`config.mk`:
```
export PLATFORM = sky130hd
export DESIGN_NAME = morse_two_button_keyer
export DESIGN_NICKNAME = d
export VERILOG_FILES = /design/src/sv/mtbk_pkg.sv /design/src/sv/morse_two_button_keyer.sv /design/src/sv/mtbk_press.sv /design/src/sv/mtbk_rem.sv
export SDC_FILE = /design/constraint.sdc
export NUM_CORES = 1
export LEC_CHECK = 0
export ABC_AREA = 1
export ABC_CLOCK_PERIOD_IN_PS = 3710
export BUFFER_PORTS_ARGS = -buffer_cell sky130_fd_sc_hd__buf_2
export CELL_PAD_IN_SITES_DETAIL_PLACEMENT = 1
export CELL_PAD_IN_SITES_GLOBAL_PLACEMENT = 1
export CORE_MARGIN = 2
export CORE_UTILIZATION = 42
export DETAILED_ROUTE_END_ITERATION = 10
export HOLD_SLACK_MARGIN = 0.1
export PLACE_DENSITY_LB_ADDON = 0.1
export SYNTH_ARGS = -nofsm -noshare
export SYNTH_HDL_FRONTEND = slang
export SYNTH_SLANG_ARGS = --single-unit
```
`constraint.sdc`:
```
create_clock -name i_clk -period 3.71 [get_ports i_clk]
set_clock_uncertainty 0.05 [all_clocks]
set_input_delay 0.1855 -clock i_clk [delete_from_list [all_inputs] [get_ports i_clk]]
set_output_delay 0.1855 -clock i_clk [all_outputs]
set_load 0.02 [all_outputs]
```
`src/sv/mtbk_pkg.sv`:
```
// Package for the two-button Morse keyer: transaction payload types, event and
// state codes, register indexes and the letter and digit code table.
// No dependencies.
`timescale 1ns / 1ps
`default_nettype none

package mtbk_pkg;

    localparam int C_MESSAGE_DEPTH      = 32;
    localparam int C_SYMBOLS_PER_CHAR   = 5;
    localparam int C_MAX_SYMBOLS        = 5;
    localparam int C_CODE_COUNT         = 36;
    localparam int C_PADDR_W            = 4;
    localparam int C_REM_W              = 9;
    localparam int C_REM_STEPS          = 9;

    localparam logic [15:0] C_LONG_PRESS_RESET = 16'd200;
    localparam logic [7:0]  C_OWN_ID_RESET     = 8'd1;
    localparam logic [7:0]  C_RECV_COUNT_RESET = 8'd6;
    localparam logic [6:0]  C_CHAR_UNKNOWN     = 7'h3F;

    localparam logic [1:0] C_REG_LONG_PRESS = 2'd0;
    localparam logic [1:0] C_REG_OWN_ID     = 2'd1;
    localparam logic [1:0] C_REG_RECV_COUNT = 2'd2;

    typedef enum logic [2:0] {
        EV_NONE = 3'd0,
        EV_DOT  = 3'd1,
        EV_DASH = 3'd2,
        EV_SAVE = 3'd3,
        EV_SEND = 3'd4,
        EV_BOTH = 3'd5
    } t_event;

    typedef enum logic [2:0] {
        ST_IDLE,
        ST_MOD,
        ST_STATUS,
        ST_HDR_RECV,
        ST_HDR_OWN,
        ST_TEXT_RD,
        ST_TEXT_OUT
    } t_state;

    typedef struct packed {
        logic        button_a_down;
        logic        button_b_down;
        logic [31:0] time_ms;
    } t_in_item;

    typedef struct packed {
        logic [2:0] event_code;
        logic [6:0] decoded_char;
        logic [2:0] symbol_count;
        logic [5:0] message_length;
        logic [7:0] receiver_id;
        logic       packet_byte_valid;
        logic [7:0] packet_byte;
        logic       last_of_run;
    } t_out_item;

    typedef struct packed {
        logic [2:0] len;
        logic [4:0] bits;
        logic [6:0] ch;
    } t_code_entry;

    // Bit i holds symbol i, a dash is 1.
    localparam t_code_entry C_CODE_TABLE [C_CODE_COUNT] = '{
        '{3'd2, 5'h02, 7'h41}, '{3'd4, 5'h01, 7'h42}, '{3'd4, 5'h05, 7'h43},
        '{3'd3, 5'h01, 7'h44}, '{3'd1, 5'h00, 7'h45}, '{3'd4, 5'h04, 7'h46},
        '{3'd3, 5'h03, 7'h47}, '{3'd4, 5'h00, 7'h48}, '{3'd2, 5'h00, 7'h49},
        '{3'd4, 5'h0E, 7'h4A}, '{3'd3, 5'h05, 7'h4B}, '{3'd4, 5'h02, 7'h4C},
        '{3'd2, 5'h03, 7'h4D}, '{3'd2, 5'h01, 7'h4E}, '{3'd3, 5'h07, 7'h4F},
        '{3'd4, 5'h06, 7'h50}, '{3'd4, 5'h0B, 7'h51}, '{3'd3, 5'h02, 7'h52},
        '{3'd3, 5'h00, 7'h53}, '{3'd1, 5'h01, 7'h54}, '{3'd3, 5'h04, 7'h55},
        '{3'd4, 5'h08, 7'h56}, '{3'd3, 5'h06, 7'h57}, '{3'd4, 5'h09, 7'h58},
        '{3'd4, 5'h0D, 7'h59}, '{3'd4, 5'h03, 7'h5A},
        '{3'd5, 5'h1F, 7'h30}, '{3'd5, 5'h1E, 7'h31}, '{3'd5, 5'h1C, 7'h32},
        '{3'd5, 5'h18, 7'h33}, '{3'd5, 5'h10, 7'h34}, '{3'd5, 5'h00, 7'h35},
        '{3'd5, 5'h01, 7'h36}, '{3'd5, 5'h03, 7'h37}, '{3'd5, 5'h07, 7'h38},
        '{3'd5, 5'h0F, 7'h39}
    };

    function automatic logic [6:0] morse_decode(input logic [2:0] len,
                                                input logic [4:0] bits);
        logic [6:0] ch;
        ch = C_CHAR_UNKNOWN;
        for (int k = 0; k < C_CODE_COUNT; k++) begin
            if (C_CODE_TABLE[k].len == len && C_CODE_TABLE[k].bits == bits) begin
                ch = C_CODE_TABLE[k].ch;
            end
        end
        return ch;
    endfunction

endpackage

`default_nettype wire

```
`src/sv/morse_two_button_keyer.sv`:
```
// Top level of the two-button Morse keyer: APB register file, symbol buffer,
// message memory and the result sequencer. Depends on mtbk_pkg, mtbk_press
// and mtbk_rem.
//
// Each input transaction is one timestamped sample of buttons A and B. The
// block takes a sample only when it has delivered every result of the one
// before, yet a finished result may still wait in the output register.
// A sample that ends a both-buttons gesture first waits for the bit-serial
// remainder unit that wraps the receiver id. A send with stored characters
// adds two header bytes and each character, read through the single read
// port of the message memory, whose read data arrives the cycle after the
// address. Output stalls can hold any of these steps. There is no clearing
// pass after reset.
`timescale 1ns / 1ps
`default_nettype none

module morse_two_button_keyer #(
    parameter int MESSAGE_DEPTH    = mtbk_pkg::C_MESSAGE_DEPTH,
    parameter int SYMBOLS_PER_CHAR = mtbk_pkg::C_SYMBOLS_PER_CHAR
) (
    input  wire logic                            i_clk,
    input  wire logic                            i_rst_n,
    input  wire logic                            i_in_valid,
    output logic                                 o_in_ready,
    input  mtbk_pkg::t_in_item                   i_in_data,
    output logic                                 o_out_valid,
    input  wire logic                            i_out_ready,
    output mtbk_pkg::t_out_item                  o_out_data,
    input  wire logic                            psel,
    input  wire logic                            penable,
    input  wire logic                            pwrite,
    input  wire logic [mtbk_pkg::C_PADDR_W-1:0]  paddr,
    input  wire logic [31:0]                     pwdata,
    output logic [31:0]                          prdata,
    output logic                                 pready
);
    import mtbk_pkg::*;

    localparam int FW = $clog2(MESSAGE_DEPTH + 1);
    localparam int AW = (MESSAGE_DEPTH > 1) ? $clog2(MESSAGE_DEPTH) : 1;
    localparam int SW = $clog2(SYMBOLS_PER_CHAR + 1);

    t_state                      r_state;
    t_state                      n_state;
    logic [15:0]                 r_long_press_ms;
    logic [7:0]                  r_own_id;
    logic [7:0]                  r_recv_count;
    logic [SYMBOLS_PER_CHAR-1:0] r_sym_bits;
    logic [SYMBOLS_PER_CHAR-1:0] n_sym_bits;
    logic [SW-1:0]               r_sym_fill;
    logic [SW-1:0]               n_sym_fill;
    logic [FW-1:0]               r_msg_fill;
    logic [FW-1:0]               n_msg_fill;
    logic [FW-1:0]               r_pkt_len;
    logic [FW-1:0]               n_pkt_len;
    logic [FW-1:0]               r_idx;
    logic [7:0]                  r_recv;
    t_event                      r_ev;
    logic [6:0]                  r_ch;
    logic [6:0]                  n_ch;
    logic [6:0]                  r_msg_mem [MESSAGE_DEPTH];
    logic [6:0]                  r_rd_data;
    logic                        r_out_valid;
    t_out_item                   r_out_data;
    t_event                      w_event;
    logic                        w_accept;
    logic                        w_slot;
    logic                        w_load;
    t_out_item                   w_out_next;
    logic                        w_cfg_write;
    logic                        w_mem_we;
    logic [4:0]                  w_sym_mask;
    logic [4:0]                  w_sym_pad;
    logic [6:0]                  w_decoded;
    logic                        w_last_text;
    logic                        w_rem_start;
    logic                        w_rem_done;
    logic [7:0]                  w_rem;
    logic [C_REM_W-1:0]          w_dividend;
    logic [C_REM_W-1:0]          w_divisor;

    assign w_accept    = i_in_valid && o_in_ready;
    assign w_slot      = !r_out_valid || i_out_ready;
    assign w_cfg_write = psel && penable && pwrite && pready;
    assign pready      = 1'b1;
    assign o_out_valid = r_out_valid;
    assign o_out_data  = r_out_data;
    assign w_last_text = (r_idx == (r_pkt_len - FW'(1)));
    assign w_rem_start = w_accept && (w_event == EV_BOTH);
    assign w_dividend  = {1'b0, r_recv} + 9'd1;
    assign w_divisor   = {(r_recv_count == 8'd0), r_recv_count};

    mtbk_press u_press (
        .i_clk           (i_clk),
        .i_rst_n         (i_rst_n),
        .i_fire          (w_accept),
        .i_item          (i_in_data),
        .i_long_press_ms (r_long_press_ms),
        .o_event         (w_event)
    );

    mtbk_rem u_rem (
        .i_clk      (i_clk),
        .i_rst_n    (i_rst_n),
        .i_start    (w_rem_start),
        .i_dividend (w_dividend),
        .i_divisor  (w_divisor),
        .o_done     (w_rem_done),
        .o_rem      (w_rem)
    );

    always_ff @(posedge i_clk) begin
        if (!i_rst_n) begin
            r_long_press_ms <= C_LONG_PRESS_RESET;
            r_own_id        <= C_OWN_ID_RESET;
            r_recv_count    <= C_RECV_COUNT_RESET;
        end else if (w_cfg_write) begin
            unique case (paddr[3:2])
                C_REG_LONG_PRESS: r_long_press_ms <= pwdata[15:0];
                C_REG_OWN_ID:     r_own_id        <= pwdata[7:0];
                C_REG_RECV_COUNT: r_recv_count    <= pwdata[7:0];
                default: ;
            endcase
        end
    end

    always_comb begin
        unique case (paddr[3:2])
            C_REG_LONG_PRESS: prdata = {16'd0, r_long_press_ms};
            C_REG_OWN_ID:     prdata = {24'd0, r_own_id};
            C_REG_RECV_COUNT: prdata = {24'd0, r_recv_count};
            default:          prdata = '0;
        endcase
    end

    always_comb begin
        for (int k = 0; k < 5; k++) begin
            w_sym_mask[k] = (3'(k) < 3'(r_sym_fill));
        end
        w_sym_pad = 5'(r_sym_bits) & w_sym_mask;
        w_decoded = morse_decode(3'(r_sym_fill), w_sym_pad);
    end

    always_comb begin
        n_sym_bits = r_sym_bits;
        n_sym_fill = r_sym_fill;
        n_msg_fill = r_msg_fill;
        n_pkt_len  = '0;
        n_ch       = '0;
        w_mem_we   = 1'b0;
        case (w_event) inside
            EV_DOT, EV_DASH: begin
                if (r_sym_fill < SW'(SYMBOLS_PER_CHAR)) begin
                    for (int k = 0; k < SYMBOLS_PER_CHAR; k++) begin
                        if (r_sym_fill == SW'(k)) begin
                            n_sym_bits[k] = (w_event == EV_DASH);
                        end
                    end
                    n_sym_fill = r_sym_fill + SW'(1);
                end
            end
            EV_SAVE: begin
                if (r_sym_fill != '0 && r_msg_fill < FW'(MESSAGE_DEPTH)) begin
                    n_ch       = w_decoded;
                    w_mem_we   = w_accept;
                    n_msg_fill = r_msg_fill + FW'(1);
                    n_sym_fill = '0;
                end
            end
            EV_SEND: begin
                n_pkt_len  = r_msg_fill;
                n_msg_fill = '0;
                n_sym_fill = '0;
            end
            default: ;
        endcase
    end

    always_ff @(posedge i_clk) begin
        if (!i_rst_n) begin
            r_sym_fill <= '0;
            r_msg_fill <= '0;
            r_recv     <= '0;
            r_idx      <= '0;
        end else begin
            if (w_accept) begin
                r_sym_fill <= n_sym_fill;
                r_msg_fill <= n_msg_fill;
                r_idx      <= '0;
            end else if (r_state == ST_TEXT_OUT && w_slot) begin
                r_idx <= r_idx + FW'(1);
            end
            if (r_state == ST_MOD && w_rem_done) begin
                r_recv <= w_rem;
            end
        end
    end

    always_ff @(posedge i_clk) begin
        if (w_accept) begin
            r_sym_bits <= n_sym_bits;
            r_pkt_len  <= n_pkt_len;
            r_ev       <= w_event;
            r_ch       <= n_ch;
        end
    end

    // Writes happen only on a save, in the idle state, and read data is used only
    // while a send drains, so a write never meets a read whose data is used.
    always_ff @(posedge i_clk) begin
        if (w_mem_we) begin
            r_msg_mem[r_msg_fill[AW-1:0]] <= w_decoded;
        end
        r_rd_data <= r_msg_mem[r_idx[AW-1:0]];
    end

    always_ff @(posedge i_clk) begin
        if (!i_rst_n) begin
            r_state <= ST_IDLE;
        end else begin
            r_state <= n_state;
        end
    end

    always_comb begin
        n_state = r_state;
        unique case (r_state)
            ST_IDLE: begin
                if (w_accept) begin
                    n_state = (w_event == EV_BOTH) ? ST_MOD : ST_STATUS;
                end
            end
            ST_MOD: begin
                if (w_rem_done) begin
                    n_state = ST_STATUS;
                end
            end
            ST_STATUS: begin
                if (w_slot) begin
                    n_state = (r_pkt_len != '0) ? ST_HDR_RECV : ST_IDLE;
                end
            end
            ST_HDR_RECV: begin
                if (w_slot) begin
                    n_state = ST_HDR_OWN;
                end
            end
            ST_HDR_OWN: begin
                if (w_slot) begin
                    n_state = ST_TEXT_RD;
                end
            end
            ST_TEXT_RD: begin
                n_state = ST_TEXT_OUT;
            end
            ST_TEXT_OUT: begin
                if (w_slot) begin
                    n_state = w_last_text ? ST_IDLE : ST_TEXT_RD;
                end
            end
            default: n_state = ST_IDLE;
        endcase
    end

    always_comb begin
        o_in_ready                   = 1'b0;
        w_load                       = 1'b0;
        w_out_next.event_code        = r_ev;
        w_out_next.decoded_char      = '0;
        w_out_next.symbol_count      = 3'(r_sym_fill);
        w_out_next.message_length    = 6'(r_msg_fill);
        w_out_next.receiver_id       = r_recv;
        w_out_next.packet_byte_valid = 1'b0;
        w_out_next.packet_byte       = '0;
        w_out_next.last_of_run       = 1'b0;
        unique case (r_state)
            ST_IDLE: begin
                o_in_ready = 1'b1;
            end
            ST_STATUS: begin
                w_load                  = w_slot;
                w_out_next.decoded_char = r_ch;
                w_out_next.last_of_run  = (r_pkt_len == '0);
            end
            ST_HDR_RECV: begin
                w_load                       = w_slot;
                w_out_next.packet_byte_valid = 1'b1;
                w_out_next.packet_byte       = r_recv;
            end
            ST_HDR_OWN: begin
                w_load                       = w_slot;
                w_out_next.packet_byte_valid = 1'b1;
                w_out_next.packet_byte       = r_own_id;
            end
            ST_TEXT_OUT: begin
                w_load                       = w_slot;
                w_out_next.packet_byte_valid = 1'b1;
                w_out_next.packet_byte       = {1'b0, r_rd_data};
                w_out_next.last_of_run       = w_last_text;
            end
            default: ;
        endcase
    end

    always_ff @(posedge i_clk) begin
        if (!i_rst_n) begin
            r_out_valid <= 1'b0;
        end else if (w_load) begin
            r_out_valid <= 1'b1;
        end else if (i_out_ready) begin
            r_out_valid <= 1'b0;
        end
    end

    always_ff @(posedge i_clk) begin
        if (w_load) begin
            r_out_data <= w_out_next;
        end
    end

    a_fill_bounds: assert property (@(posedge i_clk) disable iff (!i_rst_n)
        (r_msg_fill <= FW'(MESSAGE_DEPTH)) && (r_sym_fill <= SW'(SYMBOLS_PER_CHAR)))
        else $error("symbol or message fill beyond its depth");

    a_text_in_packet: assert property (@(posedge i_clk) disable iff (!i_rst_n)
        (r_state == ST_TEXT_OUT || r_state == ST_TEXT_RD) |-> (r_idx < r_pkt_len))
        else $error("text read past the captured message length");

    a_recv_wrapped: assert property (@(posedge i_clk) disable iff (!i_rst_n)
        (r_state == ST_MOD && w_rem_done) |=>
            ((r_recv_count == 8'd0) || (r_recv < r_recv_count)))
        else $error("receiver id left at or above the receiver count");

endmodule

`default_nettype wire

```
`src/sv/mtbk_press.sv`:
```
// Button press tracker: holds press state and start times for both buttons
// and classifies each sample into one keyer event. Depends on mtbk_pkg.
`timescale 1ns / 1ps
`default_nettype none

module mtbk_press (
    input  wire logic                i_clk,
    input  wire logic                i_rst_n,
    input  wire logic                i_fire,
    input  mtbk_pkg::t_in_item       i_item,
    input  wire logic [15:0]         i_long_press_ms,
    output mtbk_pkg::t_event         o_event
);
    import mtbk_pkg::*;

    logic        r_a_held;
    logic        r_b_held;
    logic        r_both;
    logic [31:0] r_a_start;
    logic [31:0] r_b_start;
    logic        n_a_held;
    logic        n_b_held;
    logic        n_both;
    logic        w_a;
    logic        w_b;
    logic        w_a_rel;
    logic        w_b_rel;
    logic [31:0] w_a_dt;
    logic [31:0] w_b_dt;
    logic        w_a_short;
    logic        w_b_short;

    assign w_a       = i_item.button_a_down;
    assign w_b       = i_item.button_b_down;
    assign w_a_rel   = !w_a && r_a_held;
    assign w_b_rel   = !w_b && r_b_held && !w_a_rel;
    assign w_a_dt    = i_item.time_ms - r_a_start;
    assign w_b_dt    = i_item.time_ms - r_b_start;
    assign w_a_short = w_a_dt < {16'd0, i_long_press_ms};
    assign w_b_short = w_b_dt < {16'd0, i_long_press_ms};

    always_comb begin
        o_event  = EV_NONE;
        n_a_held = w_a ? 1'b1 : r_a_held;
        n_b_held = w_b ? 1'b1 : r_b_held;
        n_both   = r_both || (w_a && w_b);
        if (w_a_rel) begin
            n_a_held = 1'b0;
            if (n_both) begin
                n_both  = w_b;
                o_event = w_b ? EV_BOTH : EV_NONE;
            end else begin
                o_event = w_a_short ? EV_DOT : EV_DASH;
            end
        end else if (w_b_rel) begin
            n_b_held = 1'b0;
            if (n_both) begin
                n_both  = w_a;
                o_event = w_a ? EV_BOTH : EV_NONE;
            end else begin
                o_event = w_b_short ? EV_SAVE : EV_SEND;
            end
        end
    end

    always_ff @(posedge i_clk) begin
        if (!i_rst_n) begin
            r_a_held  <= 1'b0;
            r_b_held  <= 1'b0;
            r_both    <= 1'b0;
            r_a_start <= '0;
            r_b_start <= '0;
        end else if (i_fire) begin
            r_a_held <= n_a_held;
            r_b_held <= n_b_held;
            r_both   <= n_both;
            if (w_a && !r_a_held) begin
                r_a_start <= i_item.time_ms;
            end
            if (w_b && !r_b_held) begin
                r_b_start <= i_item.time_ms;
            end
        end
    end

endmodule

`default_nettype wire

```
`src/sv/mtbk_rem.sv`:
```
// Restoring remainder unit for the receiver id wrap, one dividend bit per
// cycle across the nine-bit dividend. Depends on mtbk_pkg.
`timescale 1ns / 1ps
`default_nettype none

module mtbk_rem (
    input  wire logic                          i_clk,
    input  wire logic                          i_rst_n,
    input  wire logic                          i_start,
    input  wire logic [mtbk_pkg::C_REM_W-1:0]  i_dividend,
    input  wire logic [mtbk_pkg::C_REM_W-1:0]  i_divisor,
    output logic                               o_done,
    output logic [7:0]                         o_rem
);
    import mtbk_pkg::*;

    logic               r_busy;
    logic               r_done;
    logic [3:0]         r_cnt;
    logic [C_REM_W-1:0] r_dvd;
    logic [C_REM_W-1:0] r_dvs;
    logic [C_REM_W-1:0] r_rem;
    logic [C_REM_W-1:0] w_trial;
    logic [C_REM_W-1:0] w_next;

    assign w_trial = {r_rem[C_REM_W-2:0], r_dvd[C_REM_W-1]};
    assign w_next  = (w_trial >= r_dvs) ? (w_trial - r_dvs) : w_trial;
    assign o_done  = r_done;
    assign o_rem   = r_rem[7:0];

    always_ff @(posedge i_clk) begin
        if (!i_rst_n) begin
            r_busy <= 1'b0;
            r_done <= 1'b0;
            r_cnt  <= '0;
        end else begin
            r_done <= 1'b0;
            if (i_start) begin
                r_busy <= 1'b1;
                r_cnt  <= 4'(C_REM_STEPS);
            end else if (r_busy) begin
                r_cnt <= r_cnt - 4'd1;
                if (r_cnt == 4'd1) begin
                    r_busy <= 1'b0;
                    r_done <= 1'b1;
                end
            end
        end
    end

    always_ff @(posedge i_clk) begin
        if (i_start) begin
            r_dvd <= i_dividend;
            r_dvs <= i_divisor;
            r_rem <= '0;
        end else if (r_busy) begin
            r_dvd <= {r_dvd[C_REM_W-2:0], 1'b0};
            r_rem <= w_next;
        end
    end

    a_rem_below_divisor: assert property (@(posedge i_clk) disable iff (!i_rst_n)
        r_busy |-> (r_rem < r_dvs))
        else $error("partial remainder reached the divisor");

    a_done_after_busy: assert property (@(posedge i_clk) disable iff (!i_rst_n)
        r_done |-> $past(r_busy))
        else $error("done pulse without a running division");

    a_busy_ends_in_done: assert property (@(posedge i_clk) disable iff (!i_rst_n)
        (r_busy && !i_start && r_cnt == 4'd1) |=> r_done)
        else $error("last division step gave no done pulse");

endmodule

`default_nettype wire
```
## After elaboration in Yosys (flattened, before gate mapping)

Memories as Yosys holds them, arrays and structs flattened. A register that Yosys moved wholly into a read port is not among the register bits.
Index checks and enable logic that the tools add are counted.

| word-level totals | value |
|---|---|
| memories | 1 |
| word-level logic and storage cells | 298 |
| output and inout bits | 72 |
| register bits after elaboration | 216 |
| RAM bits | 224 |
| input bits | 77 |

| operators by class | value |
|---|---|
| multiplexer cells | 92 |
| eq/ne operators | 51 |
| $lt $le $gt $ge | 10 |
| add/subtract/negate cells | 9 |
| bitwise logic cells | 7 |
| reductions and logical operators | 91 |

Memories:

| name | depth | bits a word | rd ports | clocked after memory_dff | wr ports | line | source |
|---|---|---|---|---|---|---|---|
| r_msg_mem | 32 | 7 | 1 | 1 | 1 | morse_two_button_keyer.sv:61 | `logic [6:0] r_msg_mem [MESSAGE_DEPTH];` |

Operators with widths:

| cell | count |
|---|---|
| 7-bit 2-to-1 mux | 36 |
| 32-bit by 16-bit less-than comparator with 1-bit output | 2 |
| 32-bit subtractor | 2 |
| 3-bit 2-to-1 mux | 19 |
| 1-bit logical AND | 49 |
| 16-bit one-hot mux with 3 select lines | 1 |
| 4-bit by 5-bit equality test with 1-bit output (first input constant) | 6 |
| 4-bit AND reduction | 7 |
| 9-bit one-hot mux with 3 select lines | 1 |
| 5-bit equality test (first input constant) | 5 |
| 1-bit 2-to-1 mux | 22 |
| 3-bit one-hot mux with 7 select lines | 1 |
| 3-bit by 5-bit equality test with 1-bit output (first input constant) | 4 |
| 3-bit by 2-bit equality test with 1-bit output (second input constant) | 6 |
| 3-bit equality test (second input constant) | 6 |
| 6-bit 2-to-1 mux | 3 |
| 9-bit 2-to-1 mux | 2 |
| 6-bit by 1-bit adder with 6-bit output (second input constant) | 2 |
| 2-bit inequality test (second input constant) | 6 |
| 2-bit AND reduction | 6 |
| 4-bit OR reduction | 3 |
| 2-bit by 5-bit equality test with 1-bit output (first input constant) | 2 |
| 8-bit by 1-bit adder with 9-bit output (second input constant) | 1 |
| 3-bit by 1-bit equality test with 1-bit output (second input constant) | 3 |
| 39 further kinds | 65 |

## Longest topological paths before layout

Gate-level depths: netlist (run 1).

| logic depth | value |
|---|---|
| depth in word-level cells | 40 |
| depth in mapped cells | 28 |
| mapped depth without buffers | 28 |

## Modules after synthesis

Synthesis (run 1) repeated with hierarchy kept, for this count alone.

| unflattened totals | value |
|---|---|
| cells, all modules | 3029 |
| area total of the unflattened synthesis | 24783.8 um^2 |

By module, submodules not included:

| module | cells an instance | instances | seq. area each (um^2) | area each (um^2) |
|---|---|---|---|---|
| morse_two_button_keyer | 1368 | 1 | 9789.4 | 14830.5 |
| mtbk_press | 1425 | 1 | 1341.3 | 8089.0 |
| mtbk_rem | 236 | 1 | 820.8 | 1864.3 |

## Worst setup path after synthesis (run 1)

Ideal clock, no wire load.

| timing | value |
|---|---|
| kind | reg2reg |
| start | reg u_press.r_b_start[2] |
| end | mem r_msg_mem[31][0], enable pin |
| path slack | -110 ps |
| library setup time | 360 ps |
| buffers on the path | 1 |
| arrival time | 3409 ps |
| stages on the path, launching flop included | 26 |
| data required time | 3300 ps |
| period minus slack after synthesis | 3820 ps |
| cell sequence | dfxtp_1 > inv_1 > ha_1 > buf_4 > a21oi_2 > nand2_1 > nand2_1 > nand2_2 > nand2_1 > nand2_1 > xor2_1 > ha_1 > a21oi_1 > nor3b_1 > nand2_1 > nor2_1 > nand4_1 > nor2_1 > nand4_1 > nor2_2 > nand4_4 > nor2_4 > nand2_2 > inv_6 > nand2_4 > nor2_1 |

| between the ends | value |
|---|---|
| cells in the longest elaborated chain, start to end | 11 |
| elaborated cells between the ends (all ways) | 14 |
| those cells by class | 1 x add/sub; 1 x order compare; 3 x eq/ne; 8 x mux; 1 x reduce/logical |

Ends and longest elaborated chain:

| what | line | source |
|---|---|---|
| start, declared | mtbk_press.sv:20 | `logic [31:0] r_b_start;` |
| start signal, assigned | mtbk_press.sv:81 | `r_b_start <= i_item.time_ms;` |
| 32-bit subtractor * | mtbk_press.sv:38 | `assign w_b_dt = i_item.time_ms - r_b_start;` |
| 32-bit by 16-bit less-than comparator with 1-bit output * | mtbk_press.sv:40 | `assign w_b_short = w_b_dt < {16'd0, i_long_press_ms};` |
| 3-bit 2-to-1 mux * | mtbk_press.sv:61 | `o_event = w_b_short ? EV_SAVE : EV_SEND;` |
| 3-bit 2-to-1 mux * | mtbk_press.sv:57 | `if (n_both) begin` |
| 3-bit 2-to-1 mux * | mtbk_press.sv:55 | `end else if (w_b_rel) begin` |
| 3-bit 2-to-1 mux * | mtbk_press.sv:47 | `if (w_a_rel) begin` |
| 3-bit by 2-bit equality test with 1-bit output (no line) / 3-bit by 1-bit equality test with 1-bit output (equally long branches) | - |  |
| 1-bit 2-to-1 mux / 2-bit OR reduction (equally long branches) | morse_two_button_keyer.sv:151 | `case (w_event) inside` |
| 1-bit 2-to-1 mux * | morse_two_button_keyer.sv:151 |  |
| 1-bit 2-to-1 mux * | morse_two_button_keyer.sv:211 | `if (w_mem_we) begin` |
| 1-bit 2-to-1 mux (implied by the code) * | morse_two_button_keyer.sv:212 | `r_msg_mem[r_msg_fill[AW-1:0]] <= w_decoded;` |
| end, declared | morse_two_button_keyer.sv:61 |  |

Every way passes the cells marked *; elsewhere a longest branch is shown, timed or not.

## Worst setup path in the final report (run 1)

| timing | value |
|---|---|
| start | reg u_press.r_b_start[6] |
| end | mem r_msg_mem[13][6], enable pin |

Same word-level chain as after synthesis.

==> results of run 1 <==
[repair_timing]
| action | in CTS | in global routing |
|---|---|---|
| pin swaps | 18 | 33 |
| hold endpoints to repair | 105 | 0 |
| gates resized for setup | 127 | 140 |
| endpoints found under the setup margin | 244 | 253 |
| buffers inserted | 7 | 13 |
| hold buffers | 66 | 0 |
[synth_stat cells, drive strengths merged (32+ instances only)]
cell	number
nand2	658
inv	445
nor2	375
edfxtp	300
o21ai	258
a21oi	193
dfxtp	147
nand3	119
ha	114
clkbuf	81
nand4	55
o22ai	44
xor2	43
o211ai	32
[registers in the layout (all words and copies together) (netlist names), 9 cells and up]
register           count
u_rem.r_dvs            9
u_press.r_a_start     32
u_rem.r_dvd            9
u_press.r_b_start     32
o_out_data            37
r_long_press_ms       16
r_msg_mem            224
[how the worst max path moves through the flow]
stage	start	endpoint	slack, ns	cells past startpoint
final	u_press.r_b_start[6]	r_msg_mem[13][6]	-0.40	25
after global placement	i_in_data[0]	r_msg_mem[11][5]	-0.39	27
after global routing	u_press.r_b_start[6]	r_msg_mem[3][2]	-0.59	25
after CTS	u_press.r_b_start[0]	r_msg_mem[16][5]	-0.22	25
after detailed placement	i_in_data[0]	r_msg_mem[11][1]	-0.50	27
after floorplan	u_press.r_b_start[2]	r_msg_mem[31][0]	-0.11	25
[cell type report]
cell class / instances / area (um^2) / area share
diodes: 1 / 2.50 / 0.0000807
clock buffers: 66 / 1380 / 0.0445
clock inverters: 30 / 345 / 0.0111
inverters: 451 / 1710 / 0.0551
multi-input cells: 2025 / 11600 / 0.373
flip-flops and latches: 447 / 12000 / 0.386
well taps: 765 / 957 / 0.0309
repair buffers: 400 / 3090 / 0.0996
[worst max-delay path, cell delays in order (launching register included)]
cell and delay, ns:
dfxtp_2 0.34, inv_2 0.08, ha_4 0.31, nand2_1 0.07, nand2_2 0.10, nand2_1 0.07
nand2_1 0.15, inv_1 0.11, nand3_1 0.13, xor2_1 0.17, ha_1 0.27, a21o_1 0.21
a21oi_2 0.21, nand3_2 0.10, nand2_2 0.09, nand3_2 0.07, nor2_2 0.11, nand4_1 0.11
nor2_2 0.16, nand4_4 0.12, nor2_4 0.15, nand2_4 0.08, clkinv_8 0.11, nand2_8 0.14
nor2_4 0.15, buf_6 0.15
[power groups by stage]
stage	registers, uW	clock network (uW)	logic, uW
2_1_floorplan	6230	0	2800
4_1_cts	6040	5240	5110
5_1_grt	6080	5430	6000
6_report	6040	5170	5480
3_3_place_gp	6120	0	4650
3_5_place_dp	6140	0	4800
[per-layer routing]
| layer | routed length [um] | global-route usage | vias to the layer above | part of all wire |
|---|---|---|---|---|
| li1 | - | - | 10700 | - |
| met1 | 36100 | 0.347 | 11000 | 0.42 |
| met2 | 42900 | 0.480 | 591 | 0.49 |
| met3 | 4460 | 0.0484 | 191 | 0.051 |
| met4 | 3240 | 0.0995 | 0 | 0.037 |
| met5 | 0 | 0 | - | 0 |
[stage by stage]
step	total power (uW)	hold WS [ns]	utilization	setup TNS, ns
global route	17500	0.175	0.536	-132.89
finish	16700	0.135	0.536	-85.28
floorplan	9030	0.262	-	-24.25
CTS	16400	0.110	0.525	-43.33
detailed placement	10900	0.360	0.473	-104.99
global placement	10800	0.358	0.473	-81.66
[cell families (layout without fill, tap and decap cells)]
family,after synthesis,count (layout),synth area share
XOR/XNOR,56,56,0.0199
adder cells (fa/ha/maj),117,117,0.0604
other,2,18,0.000305
AO/OA/AOI/OAI,580,580,0.131
flip-flops,447,447,0.486
AND/OR/NAND/NOR,1255,1255,0.215
buffers and inverters,551,947,0.0871
==> results.json, run 1 <==
{
  "rows": 88,
  "clock_latency_ns": 0.63,
  "post-place-ws_ns": -0.505,
  "grt_overflow": 0,
  "p_seq_frac": 0.362,
  "avgSynthCellArea_um2": 8.18,
  "instances_no_fill": 4185,
  "wire_per_inst_um": 20.7,
  "synth_flop_cell": "edfxtp_1",
  "critPathRequiredTime_ns": 3.98,
  "cts.sinks": 447,
  "area_delta_synth_final_pct": 26.1,
  "ant_nets": 0,
  "die_w_um": 246,
  "drt_iter0_markers": 1382,
  "yosysTopAreaCell": "edfxtp_1",
  "fin_nets": 3570,
  "min_period_ns": 4.11,
  "setup_viol": 246,
  "start_util": 0.425,
  "synth_edf_count": 300,
  "ys_seq_area_frac": 0.486,
  "final_common_cell": "nand2_1",
  "antenna_found_initial": 1,
  "sw_frac_of_total": 0.349,
  "io_pins": 149,
  "firstDrtPassIters": 5,
  "clock_path_buffers": 3,
  "fill_cells": 6824,
  "hold_path.class": "primary input to register",
  "maxSlewHeadroom": 0.283,
  "min_path_cells": 4,
  "finalHoldViolCount": 0,
  "start_kind": "register",
  "dp_hpwl_mm": 61.1,
  "peakVddDrop_mv": 0.386,
  "r2r_start": "u_press.r_b_start[6]",
  "rr_endpoint": "r_msg_mem[13][6]",
  "worst_slack_ns": -0.403,
  "die_area_mm2": 0.0605,
  "ys_seq_elements": 447,
  "die_height_um": 246,
  "drc_errors": 0,
  "synth_top_cell_area_share": 0.366,
  "cp_max_fo": 8,
  "crit_arrival_ns": 4.38,
  "p_int_uw": 10900,
  "gp_congestion": 0.888,
  "switchingPower_uw": 5820,
  "finalMaxSlewViolations": 0,
  "holdPathEnd": "r_long_press_ms[7]",
  "coreArea_mm2": 0.0578,
  "portBuffers": 113,
  "layout_common_cells": "597 x nand2_1, 419 x inv_1, 318 x nor2_1",
  "clkPwrFrac": 0.310,
  "postSynthCellCount": 3008,
  "grt_max_degree": 115,
  "routed_wirelength_mm": 86.7,
  "synth_warnings": 0,
  "yosys.cell_types.count": 52,
  "stdcell_area_mm2": 0.0310,
  "first_global_vias": 23200,
  "clk_pin_slew_ns": 0.07,
  "ff2ff_setup_slack_ns": -0.40,
  "worstMarginPinSlew_ns": 1.08,
  "grt_pass1_wl_mm": 130,
  "async_reset_ff_frac": 0,
  "timing.fmax_ghz": 0.243,
  "htreeDepth": 2,
  "placed_area_mm2": 0.0273,
  "vias": 22500,
  "root_buffer": "clkbuf_16",
  "netlist_area_mm2": 0.0246,
  "cp-end-kind": "register",
  "layout-drive-gt1-share": 0.190,
  "rsz0062_at_grt": "true",
  "pwr-share-comb": 0.328,
  "ys_top_cells_by_area": "edfxtp_1 37%, dfxtp_1 12%, nand2_1 9.8%",
  "worst-setup-path-type": "register to register",
  "outcome": "complete, but fails checks",
  "r2r_cells": 25,
  "vias_per_cell": 5.37,
  "cts_tree": "done",
  "period_share": 1.11,
  "grt.total_usage": 0.278,
  "dp_cells": 4003,
  "hold_start": "psel",
  "cts_made_buffers": 51,
  "violations": "negative setup slack",
  "cap_violations": 0,
  "power_density_mw_per_mm2": 538,
  "p_leak_uw": 0.0130
}
No activity file was read; power rests on OpenSTA's default activity.
==> run 2: changes to the inputs <==
==> constraint.sdc (replaced) <==
create_clock -name i_clk -period 3.71 [get_ports i_clk]
set_clock_uncertainty 0.05 [all_clocks]
set_input_delay 0.742 -clock i_clk [delete_from_list [all_inputs] [get_ports i_clk]]
set_output_delay 0.742 -clock i_clk [all_outputs]
set_load 0.02 [all_outputs]
==> run 2 against run 1 <==
  * The flow still finishes with violations (negative setup slack)
  * Cell count increased by 1.8%
  * Cell area is 1.4% higher
  * Die area stayed put
  * Non-clock buffer count is 83 higher
  * Critical path type unchanged
  * Largest cell class unchanged
==> results.json, run 2 (synthesized netlist as in run 1, its figures left out) <==
{
  "pwr-share-comb": 0.348,
  "cap_violations": 0,
  "min_period_ns": 4.15,
  "switchingPower_uw": 5850,
  "cp-end-kind": "register",
  "finalPower_uw": 17000,
  "sw_frac_of_total": 0.344,
  "fin_hold_ws_ns": 0.372,
  "p_leak_uw": 0.0134,
  "grt_overflow": 0,
  "grt_max_degree": 62,
  "layout-drive-gt1-share": 0.234,
  "antenna_found_initial": 2,
  "setup_tns_ns": -95.96,
  "wire_per_inst_um": 20.3,
  "diodes": 0,
  "drt_iter0_markers": 1349,
  "io_pins": 149,
  "worstMarginPinSlew_ns": 0.927,
  "p_int_uw": 11200,
  "gp_congestion": 0.911,
  "start_util": 0.425,
  "crit_arrival_ns": 4.37,
  "htreeDepth": 2,
  "setup_viol": 247,
  "cts.sinks": 447,
  "firstDrtPassIters": 5,
  "period_share": 1.12,
  "grt.total_usage": 0.279,
  "rows": 88,
  "first_global_vias": 23700,
  "root_buffer": "clkbuf_16",
  "violations": "negative setup slack",
  "placed_area_mm2": 0.0286,
  "rsz0062_at_grt": "true",
  "finalHoldViolCount": 0,
  "final_common_cell": "nand2_1",
  "die_area_mm2": 0.0605,
  "largest_reg_flops": 224,
  "timing.fmax_ghz": 0.241,
  "clk_pin_slew_ns": 0.07,
  "cts_tree": "done",
  "fin_nets": 3651,
  "area_delta_synth_final_pct": 27.9,
  "cp_max_fo": 8,
  "coreArea_mm2": 0.0578,
  "maxSlewHeadroom": 0.380,
  "critPathRequiredTime_ns": 3.93,
  "worst_slack_ns": -0.442,
  "drc_errors": 0,
  "start_kind": "register",
  "ant_nets": 0,
  "layout_common_cells": "596 x nand2_1, 415 x inv_1, 357 x buf_4",
  "finalMaxSlewViolations": 0,
  "die_w_um": 246,
  "worst-setup-path-type": "register to register",
  "die_height_um": 246,
  "hold_path.class": "primary input to register",
  "dp_hpwl_mm": 63.7,
  "vias": 22600,
  "p_seq_frac": 0.355,
  "power_density_mw_per_mm2": 541,
  "cts_made_buffers": 48,
  "vias_per_cell": 5.31,
  "grt_pass1_wl_mm": 130,
  "clock_path_buffers": 3,
  "ctsHoldBuffers": 0,
  "stdcell_area_mm2": 0.0314,
  "peakVddDrop_mv": 0.332,
  "final_util": 0.544,
  "outcome": "complete, but fails checks",
  "clkPwrFrac": 0.298,
  "routed_wirelength_mm": 86.6,
  "clock_latency_ns": 0.61,
  "portBuffers": 113
}
-- run 2: changes by cell type in the layout (fill, tap and decap cells not counted), moves of 6 or more --
cell | previous run | this run
nor2_1 | 318 | 309
nor2_4 | 33 | 45
clkbuf_1 | 9 | 3
buf_4 | 183 | 357
dlygate4sd3_1 | 66 | 0
buf_6 | 33 | 11
-- run 2: final cells by class --
type | count | area (um^2)
repair buffers | 483 | 3440
well taps | 765 | 957
flip-flops and latches | 447 | 12000
inverters | 451 | 1730
clock buffers | 52 | 1240
multi-input cells | 2026 | 11700
fillers | 6909 | 26400
clock inverters | 37 | 414
-- run 2: critical path, cell delays in order, from the launching register on --
cell      delay (ns)
dfxtp_2         0.33
inv_2           0.05
ha_4            0.35
nand2_8         0.09
nor2_4          0.11
nand2_2         0.08
nand2_4         0.09
nand2_2         0.07
nand2_2         0.09
xor2_2          0.18
ha_1            0.30
a21oi_2         0.18
nor3b_2         0.19
nand2_1         0.07
nor2_1          0.09
nand4_1         0.14
nor2_4          0.18
nand4_1         0.11
nor2_2          0.17
nand4_4         0.11
nor2_4          0.17
nand2_4         0.08
clkinv_8        0.10
nand2_8         0.14
nor2_4          0.25
-- run 2: worst paths after layout --
| kind | slack [ns] | depth (start not counted) | endpoint | startpoint |
|---|---|---|---|---|
| min reg2reg | 0.39 | 0 | u_rem.r_dvs[5] | r_recv_count[5] |
| max | -0.44 | 24 | r_msg_mem[8][5] | u_press.r_b_start[6] |
| min | 0.37 | 3 | r_long_press_ms[14] | pwdata[14] |
| max reg2reg | -0.44 | 24 | r_msg_mem[8][5] | u_press.r_b_start[6] |
-- run 2: metal layers --
metal / wire length, um / vias up / share of wire / global-route usage
li1: - / 10900 / - / -
met1: 36800 / 11100 / 0.42 / 0.345
met2: 43000 / 500 / 0.50 / 0.494
met3: 3440 / 190 / 0.040 / 0.0387
met4: 3380 / 4 / 0.039 / 0.0966
met5: 22 / - / 0.00025 / 0
-- run 2: power by group through the flow --
stage / clock network, uW / registers [uW] / logic [uW]
2_1_floorplan: 0 / 6230 / 2830
3_3_place_gp: 0 / 6120 / 5110
3_5_place_dp: 0 / 6140 / 5280
4_1_cts: 5130 / 6040 / 5530
5_1_grt: 5310 / 6070 / 6500
6_report: 5060 / 6040 / 5910
-- run 2: repair_timing --
item	CTS	global route
pin swaps	41	41
resized for setup	71	129
gates cloned	0	1
buffers inserted	23	27
setup endpoints to repair	246	281
-- run 2: stage by stage --
step,setup slack (ns),instances
after floorplan,-0.411,3023
after global placement,-0.867,4126
after detailed placement,-1.06,4126
after CTS,-0.276,4238
after global routing,-0.689,4261
final,-0.442,4261
